<file path="config.mk">
export PLATFORM = sky130hd
export DESIGN_NAME = sha256_stream_hasher_core
export DESIGN_NICKNAME = d
export VERILOG_FILES = /design/src/sv/sha_pkg.sv /design/src/sv/sha_ctrl.sv /design/src/sv/sha_dp.sv /design/src/sv/sha256_stream_hasher_core.sv
export SDC_FILE = /design/constraint.sdc
export NUM_CORES = 2
export LEC_CHECK = 0
export BUFFER_PORTS_ARGS = -buffer_cell sky130_fd_sc_hd__buf_2
export CAP_MARGIN = 20
export CELL_PAD_IN_SITES_DETAIL_PLACEMENT = 0
export CELL_PAD_IN_SITES_GLOBAL_PLACEMENT = 2
export CORE_MARGIN = 10
export CORE_UTILIZATION = 30
export CTS_CLUSTER_DIAMETER = 120
export CTS_CLUSTER_SIZE = 25
export DETAILED_ROUTE_END_ITERATION = 12
export GPL_ROUTABILITY_DRIVEN = 0
export PLACE_DENSITY = 0.7
export SKIP_CTS_REPAIR_TIMING = 1
export SLEW_MARGIN = 15
export SYNTH_ARGS = -nofsm -noshare
export SYNTH_HDL_FRONTEND = slang
export SYNTH_HIERARCHICAL = 1
export SYNTH_SLANG_ARGS = --single-unit
export TNS_END_PERCENT = 100
</file>
<file path="constraint.sdc">
create_clock -name clk -period 38 [get_ports clk]
set_input_delay 3.8 -clock clk [delete_from_list [all_inputs] [get_ports clk]]
set_output_delay 3.8 -clock clk [all_outputs]
set_load 0.01 [all_outputs]
</file>
<file path="src/sv/sha_pkg.sv">
// Shared types and constants for the SHA-256 byte stream hasher.
// No dependencies; imported by the controller, the datapath and the top level.
package sha_pkg;

  // Commands from the controller to the datapath.
  typedef struct packed {
    logic take_byte;     // place in_data_byte at the current byte position
    logic pad_byte;      // place 0x80 at the current byte position
    logic put_len;       // write the bit length into words 14 and 15
    logic start_comp;    // load schedule and working vars from buffer and chain
    logic round_en;      // run one compression round
    logic finish_comp;   // add working vars into chain, clear buffer
    logic reinit;        // restore initial hash, clear length and position
    logic bump_len;      // count one message byte
  } sha_cmd_t;

  // Status from the datapath to the controller.
  typedef struct packed {
    logic       block_full;  // byte position at 63, so a write here fills the block
    logic       pos_over56;  // byte position after a write here above 56
    logic [5:0] round_idx;
  } sha_stat_t;

  localparam logic [7:0] PAD_BYTE = 8'h80;

  localparam logic [31:0] INIT_HASH [8] = '{
    32'h6a09e667, 32'hbb67ae85, 32'h3c6ef372, 32'ha54ff53a,
    32'h510e527f, 32'h9b05688c, 32'h1f83d9ab, 32'h5be0cd19
  };

  localparam logic [31:0] ROUND_K [64] = '{
    32'h428a2f98, 32'h71374491, 32'hb5c0fbcf, 32'he9b5dba5,
    32'h3956c25b, 32'h59f111f1, 32'h923f82a4, 32'hab1c5ed5,
    32'hd807aa98, 32'h12835b01, 32'h243185be, 32'h550c7dc3,
    32'h72be5d74, 32'h80deb1fe, 32'h9bdc06a7, 32'hc19bf174,
    32'he49b69c1, 32'hefbe4786, 32'h0fc19dc6, 32'h240ca1cc,
    32'h2de92c6f, 32'h4a7484aa, 32'h5cb0a9dc, 32'h76f988da,
    32'h983e5152, 32'ha831c66d, 32'hb00327c8, 32'hbf597fc7,
    32'hc6e00bf3, 32'hd5a79147, 32'h06ca6351, 32'h14292967,
    32'h27b70a85, 32'h2e1b2138, 32'h4d2c6dfc, 32'h53380d13,
    32'h650a7354, 32'h766a0abb, 32'h81c2c92e, 32'h92722c85,
    32'ha2bfe8a1, 32'ha81a664b, 32'hc24b8b70, 32'hc76c51a3,
    32'hd192e819, 32'hd6990624, 32'hf40e3585, 32'h106aa070,
    32'h19a4c116, 32'h1e376c08, 32'h2748774c, 32'h34b0bcb5,
    32'h391c0cb3, 32'h4ed8aa4a, 32'h5b9cca4f, 32'h682e6ff3,
    32'h748f82ee, 32'h78a5636f, 32'h84c87814, 32'h8cc70208,
    32'h90befffa, 32'ha4506ceb, 32'hbef9a3f7, 32'hc67178f2
  };

  function automatic logic [31:0] rotr(input logic [31:0] x, input int unsigned n);
    rotr = (x >> n) | (x << (32 - n));
  endfunction

  function automatic logic [31:0] bsig0(input logic [31:0] x);
    bsig0 = rotr(x, 2) ^ rotr(x, 13) ^ rotr(x, 22);
  endfunction

  function automatic logic [31:0] bsig1(input logic [31:0] x);
    bsig1 = rotr(x, 6) ^ rotr(x, 11) ^ rotr(x, 25);
  endfunction

  function automatic logic [31:0] ssig0(input logic [31:0] x);
    ssig0 = rotr(x, 7) ^ rotr(x, 18) ^ (x >> 3);
  endfunction

  function automatic logic [31:0] ssig1(input logic [31:0] x);
    ssig1 = rotr(x, 17) ^ rotr(x, 19) ^ (x >> 10);
  endfunction

endpackage

</file>
<file path="src/sv/sha_ctrl.sv">
// Sequencer for the SHA-256 hasher: byte intake, padding, rounds and digest beats.
// Depends on sha_pkg.
module sha_ctrl
  import sha_pkg::*;
#(
  parameter int ROUNDS = 64
) (
  input  logic      clk,
  input  logic      rst_n,
  input  logic      in_valid,
  output logic      in_stall,
  input  logic      in_byte_valid,
  input  logic      in_last_item,
  input  sha_stat_t stat,
  output sha_cmd_t  cmd,
  output logic      out_valid,
  input  logic      out_stall,
  output logic [2:0] out_idx
);

  localparam logic [2:0] ST_IDLE  = 3'd0;
  localparam logic [2:0] ST_ROUND = 3'd1;
  localparam logic [2:0] ST_FIN   = 3'd2;
  localparam logic [2:0] ST_PAD   = 3'd3;
  localparam logic [2:0] ST_LEN   = 3'd4;
  localparam logic [2:0] ST_OUT   = 3'd5;

  // Where to go after a compression finishes.
  localparam logic [1:0] RET_IDLE = 2'd0;
  localparam logic [1:0] RET_PAD  = 2'd1;
  localparam logic [1:0] RET_LEN  = 2'd2;
  localparam logic [1:0] RET_OUT  = 2'd3;

  logic [2:0] state_r, state_nxt;
  logic [1:0] ret_r, ret_nxt;
  logic [2:0] idx_r, idx_nxt;
  logic       acc;

  assign in_stall  = (state_r != ST_IDLE);
  assign acc       = in_valid && (state_r == ST_IDLE);
  assign out_valid = (state_r == ST_OUT);
  assign out_idx   = idx_r;

  // Next state and command decode.
  always_comb begin
    state_nxt = state_r;
    ret_nxt   = ret_r;
    idx_nxt   = idx_r;
    cmd       = '0;
    case (state_r)
      ST_IDLE: begin
        if (acc) begin
          cmd.take_byte = in_byte_valid;
          cmd.bump_len  = in_byte_valid;
          if (in_byte_valid && stat.block_full) begin
            cmd.start_comp = 1'b1;
            state_nxt      = ST_ROUND;
            ret_nxt        = in_last_item ? RET_PAD : RET_IDLE;
          end else if (in_last_item) begin
            state_nxt = ST_PAD;
          end
        end
      end
      ST_PAD: begin
        cmd.pad_byte = 1'b1;
        if (stat.block_full || stat.pos_over56) begin
          cmd.start_comp = 1'b1;
          state_nxt      = ST_ROUND;
          ret_nxt        = RET_LEN;
        end else begin
          state_nxt = ST_LEN;
        end
      end
      ST_LEN: begin
        cmd.put_len    = 1'b1;
        cmd.start_comp = 1'b1;
        state_nxt      = ST_ROUND;
        ret_nxt        = RET_OUT;
      end
      ST_ROUND: begin
        cmd.round_en = 1'b1;
        if (stat.round_idx == 6'(ROUNDS - 1)) state_nxt = ST_FIN;
      end
      ST_FIN: begin
        cmd.finish_comp = 1'b1;
        case (ret_r)
          RET_PAD:  state_nxt = ST_PAD;
          RET_LEN:  state_nxt = ST_LEN;
          RET_OUT:  begin
            state_nxt = ST_OUT;
            idx_nxt   = '0;
          end
          default:  state_nxt = ST_IDLE;
        endcase
      end
      ST_OUT: begin
        if (!out_stall) begin
          idx_nxt = idx_r + 3'd1;
          if (idx_r == 3'd7) begin
            cmd.reinit = 1'b1;
            state_nxt  = ST_IDLE;
          end
        end
      end
      default: state_nxt = ST_IDLE;
    endcase
  end

  // State registers.
  always_ff @(posedge clk) begin
    if (!rst_n) begin
      state_r <= ST_IDLE;
      ret_r   <= RET_IDLE;
      idx_r   <= '0;
    end else begin
      state_r <= state_nxt;
      ret_r   <= ret_nxt;
      idx_r   <= idx_nxt;
    end
  end

endmodule

</file>
<file path="src/sv/sha_dp.sv">
// Datapath for the SHA-256 hasher: block buffer, schedule window, round logic, chain.
// Depends on sha_pkg.
module sha_dp
  import sha_pkg::*;
(
  input  logic        clk,
  input  logic        rst_n,
  input  sha_cmd_t    cmd,
  input  logic [7:0]  in_data_byte,
  input  logic [2:0]  out_idx,
  output sha_stat_t   stat,
  output logic [31:0] out_digest_word
);

  logic [31:0] buf_r [16];
  logic [31:0] w_r   [16];
  logic [31:0] v_r   [8];
  logic [31:0] h_r   [8];
  logic [5:0]  pos_r;
  logic [5:0]  rnd_r;
  logic [60:0] len_r;

  logic [7:0]  wr_byte;
  logic [5:0]  pos_inc;
  logic [31:0] w_new, wt, t1, t2;

  assign wr_byte = cmd.pad_byte ? PAD_BYTE : in_data_byte;
  assign pos_inc = pos_r + 6'd1;

  assign stat.block_full = (pos_r == 6'd63);
  assign stat.pos_over56 = (pos_inc > 6'd56);
  assign stat.round_idx  = rnd_r;

  assign out_digest_word = h_r[out_idx];

  // Schedule word: from round 16 on the window holds W[t-16..t-1] with w_r[0] oldest.
  assign w_new = ssig1(w_r[14]) + w_r[9] + ssig0(w_r[1]) + w_r[0];
  assign wt    = (rnd_r < 6'd16) ? w_r[rnd_r[3:0]] : w_new;

  assign t1 = v_r[7] + bsig1(v_r[4]) + ((v_r[4] & v_r[5]) ^ (~v_r[4] & v_r[6]))
            + ROUND_K[rnd_r] + wt;
  assign t2 = bsig0(v_r[0]) + ((v_r[0] & v_r[1]) ^ (v_r[0] & v_r[2]) ^ (v_r[1] & v_r[2]));

  // Control-side registers: position, length, round count, chain.
  always_ff @(posedge clk) begin
    if (!rst_n || cmd.reinit) begin
      pos_r <= '0;
      len_r <= '0;
      rnd_r <= '0;
      for (int i = 0; i < 8; i++) h_r[i] <= INIT_HASH[i];
    end else begin
      if (cmd.take_byte || cmd.pad_byte) pos_r <= pos_inc;
      else if (cmd.put_len)              pos_r <= '0;
      if (cmd.bump_len) len_r <= len_r + 61'd1;
      if (cmd.start_comp)    rnd_r <= '0;
      else if (cmd.round_en) rnd_r <= rnd_r + 6'd1;
      if (cmd.finish_comp)
        for (int i = 0; i < 8; i++) h_r[i] <= h_r[i] + v_r[i];
    end
  end

  // Block buffer: byte writes, length words, clear after compression.
  always_ff @(posedge clk) begin
    if (!rst_n || cmd.reinit || cmd.finish_comp) begin
      for (int i = 0; i < 16; i++) buf_r[i] <= '0;
    end else begin
      if (cmd.take_byte || cmd.pad_byte)
        buf_r[pos_r[5:2]][8*(3-pos_r[1:0]) +: 8] <= wr_byte;
      if (cmd.put_len) begin
        buf_r[14] <= {len_r[60:29]};
        buf_r[15] <= {len_r[28:0], 3'b000};
      end
    end
  end

  // Schedule window and working variables.
  always_ff @(posedge clk) begin
    if (cmd.start_comp) begin
      for (int i = 0; i < 16; i++) w_r[i] <= (cmd.put_len && i == 14) ? len_r[60:29] :
                                            (cmd.put_len && i == 15) ? {len_r[28:0], 3'b000} :
                                            (cmd.pad_byte && i == int'(pos_r[5:2]))
                                              ? (buf_r[i] | ({24'd0, PAD_BYTE}
                                                 << (8*(3-pos_r[1:0]))))
                                            : (cmd.take_byte && i == int'(pos_r[5:2]))
                                              ? (buf_r[i] | ({24'd0, in_data_byte}
                                                 << (8*(3-pos_r[1:0]))))
                                            : buf_r[i];
      for (int i = 0; i < 8; i++) v_r[i] <= h_r[i];
    end else if (cmd.round_en) begin
      if (rnd_r >= 6'd16) begin
        for (int i = 0; i < 15; i++) w_r[i] <= w_r[i+1];
        w_r[15] <= w_new;
      end
      v_r[7] <= v_r[6];
      v_r[6] <= v_r[5];
      v_r[5] <= v_r[4];
      v_r[4] <= v_r[3] + t1;
      v_r[3] <= v_r[2];
      v_r[2] <= v_r[1];
      v_r[1] <= v_r[0];
      v_r[0] <= t1 + t2;
    end
  end

endmodule

</file>
<file path="src/sv/sha256_stream_hasher_core.sv">
// Top level of the SHA-256 byte stream hasher: controller plus datapath.
// Depends on sha_pkg, sha_ctrl and sha_dp.
//
//  channel  | ports                                        | direction
//  in       | in_valid, in_stall, in_data_byte,            | byte beats in
//           | in_byte_valid, in_last_item                  |
//  out      | out_valid, out_stall, out_digest_word,       | digest beats out
//           | out_word_index, out_last_word                |
//
// A plain byte beat is taken without a stall; a beat that fills a block also starts
// a compression (the rounds of the single round unit, then the chain add; the load
// shares the accepting cycle). A last beat runs one or two padded blocks, after a
// compression of the filled block when its byte also fills one, then 8 output beats.
// Reset is synchronous on rst_n and restores the initial hash at once.
// in_stall is high whenever the sequencer is busy; out_stall holds a word.
module sha256_stream_hasher_core
  import sha_pkg::*;
#(
  parameter int ROUNDS = 64
) (
  input  logic        clk,
  input  logic        rst_n,
  input  logic        in_valid,
  output logic        in_stall,
  input  logic [7:0]  in_data_byte,
  input  logic        in_byte_valid,
  input  logic        in_last_item,
  output logic        out_valid,
  input  logic        out_stall,
  output logic [31:0] out_digest_word,
  output logic [2:0]  out_word_index,
  output logic        out_last_word
);

  sha_cmd_t  cmd;
  sha_stat_t stat;
  logic [2:0] idx;

  sha_ctrl #(.ROUNDS(ROUNDS)) u_ctrl (
    .clk(clk), .rst_n(rst_n),
    .in_valid(in_valid), .in_stall(in_stall),
    .in_byte_valid(in_byte_valid), .in_last_item(in_last_item),
    .stat(stat), .cmd(cmd),
    .out_valid(out_valid), .out_stall(out_stall), .out_idx(idx)
  );

  sha_dp u_dp (
    .clk(clk), .rst_n(rst_n), .cmd(cmd),
    .in_data_byte(in_data_byte), .out_idx(idx),
    .stat(stat), .out_digest_word(out_digest_word)
  );

  assign out_word_index = idx;
  assign out_last_word  = (idx == 3'd7);

endmodule
</file>
==> metrics.yaml <==
synthCells: 9837
setup_tns_ns: 0
post-place-ws_ns: 26.80
synthesis.area_mm2: 0.100
synth-main-ff-cell: "edfxtp_1"
grtUsageTotal_pct: 21.0
boundaryPins: 52
synth_cell_types: 101
arrival_ns: 11.96
htree_num_levels: 3
initial_core_util_pct: 30.1
ys_top_cells_by_area: "edfxtp_1, a21oi_1, mux4_2"
yosysTopAreaCell: "edfxtp_1"
fillCellCount: 34000
synth_fp_nets: 10400
cp-end-kind: "flop"
wire_per_inst_um: 28.1
gr-total-overflow: 0
crit_type: "flop to flop"
async_flop_share_pct: 0
crit_fanout: 7
worst_pin_slew_ns: 1.27
finalCriticalPeriod_ns: 11.49
status: "complete, no violations"
fin_skew_ns: 0.0621
final.setup.worst_slack_ns: 26.51
drt-total-wl_um: 393000
drv_cap: 0
drive_gt1_share_pct: 7.64
max_slew_margin_pct: 14.5
via_per_inst: 5.56
layout.nets: 10100
mostFrequentLayoutCell: "edfxtp_1"
die_x_um: 599
drc_errors: 0
synth_edf_count: 1536
clk_latency_ns: 0.80
dpl.hpwl_um: 285000
synth-seq-cells: 1621
drv_slew: 0
clockBufferDepth: 3
synth-seq-area-share_pct: 47.6
avgSynthCellArea_um2: 10.2
vias: 77600
dr.pass1.iters: 6
start_kind: "flop"
cts-root-buf: "clkbuf_16"
cts_tree: "yes"
cp_data_required_time_ns: 38.47
numClockSinks: 1621
grt_pass1_wl_um: 557000
final_cell_mix: "edfxtp_1, nor2_1, a21oi_1"
setup_viol: 0
antenna_found_initial: 22
die_area_mm2: 0.358
rrSetupSlack_ns: 26.51
drt_iter0_drc: 8122
cp_slowest_stage_delay_ns: 0.67
hold_viol: 0
grt_max_degree: 193
hold_path_class: "flop to flop"
core_mm2: 0.333
cts-buffers-inserted: 77
cpMaxStageDelayCell: "o21ai_0"
area_growth_pct: 7.25
grt_pass1_vias: 74900
yosysTopAreaCellShare_pct: 45.9
port_buffers: 51
ant_nets: 0
rsz0062_at_grt: "no"
fin_crit_sh_pct: 30.2
row_count: 212
synth.yosys.warnings: 6
fmax_ghz: 0.0871
path_clk_slew_ns: 0.11
die_h_um: 599
## layer usage
metal | routed length (um) | GRT usage (%) | vias up | share of wire (%)
met5 | 69 | 0 | - | 0.018
met4 | 19100 | 8.42 | 12 | 4.9
met3 | 25700 | 2.96 | 612 | 6.5
met2 | 183000 | 34.7 | 3120 | 47
met1 | 165000 | 27.9 | 39500 | 42
li1 | - | - | 34400 | -
## logic make-up after synthesis
family	after synthesis	share of synthesized area, %
compound gates	2444	14.4
xor+xnor	612	5.34
fa+ha+maj	603	8.95
buf+inv	1050	3.95
flops	1621	47.6
mux	340	6.39
simple gates	3167	13.3
## sequential cells by signal, indices dropped and copies added, names as in the netlist, 6 cells and up, named ones only
name        flops
u_dp/buf_r    512
u_dp/w_r      512
u_dp/h_r      256
u_dp/v_r      256
u_dp/len_r     61
u_dp/pos_r      6
u_dp/rnd_r      6
## stage by stage
step,std cells,utilization [%],cell area (um2),hold WS (ns)
after CTS,13900,32.3,108000,0.533
after detailed placement,13800,31.6,105000,0.514
after floorplan,9837,-,100000,0.467
after global routing,14000,32.3,108000,0.572
after global placement,13800,31.6,105000,0.506
final,14000,32.3,108000,0.536
## final cells by class
class / instances / area [um2] / area share (%)
Inverter: 442 / 1670 / 1.55
Antenna cell: 13 / 32.5 / 0.0302
Sequential cell: 1621 / 47900 / 44.4
Clock inverter: 17 / 264 / 0.245
Multi-Input combinational cell: 7166 / 48800 / 45.3
Tap cell: 4387 / 5490 / 5.09
Clock buffer: 102 / 2060 / 1.91
Timing Repair Buffer: 216 / 1540 / 1.43
## cells in the mapped netlist (108+ instances only)
cell type	number
nor2_1	1304
xnor2_1	371
clkbuf_1	541
ha_1	403
o21ai_0	423
edfxtp_1	1536
xor2_1	240
inv_1	439
fa_1	195
a21oi_1	1235
nand2_1	1222
a21o_1	202
mux4_2	232
nand2b_1	108
## worst max-delay path, delay by kind of cell (launching register included)
family	cells	cell delay [ns]
AOI/OAI and AO/OA	20	4.25
adders and majority gates	10	4.14
and+or+nand+nor	6	0.98
xor gates and xnor gates	4	0.84
DFF	1	0.52
buffers and inverters	7	0.45
## worst paths after layout
kind                                                   from                          end  cells past startpoint
worst min register to register  u_dp/len_r[57]$_SDFFE_PP0P_  u_dp/len_r[57]$_SDFFE_PP0P_                      2
worst min-delay path            u_dp/len_r[57]$_SDFFE_PP0P_  u_dp/len_r[57]$_SDFFE_PP0P_                      2
worst max-delay path             u_dp/w_r[14][20]$_DFFE_PP_    u_dp/v_r[0][31]$_DFFE_PP_                     47
worst max register to register   u_dp/w_r[14][20]$_DFFE_PP_    u_dp/v_r[0][31]$_DFFE_PP_                     47
Power is left out: the tool's default activity adds up to more than one toggle a clock period on the data nets, which glitch-free logic cannot reach.
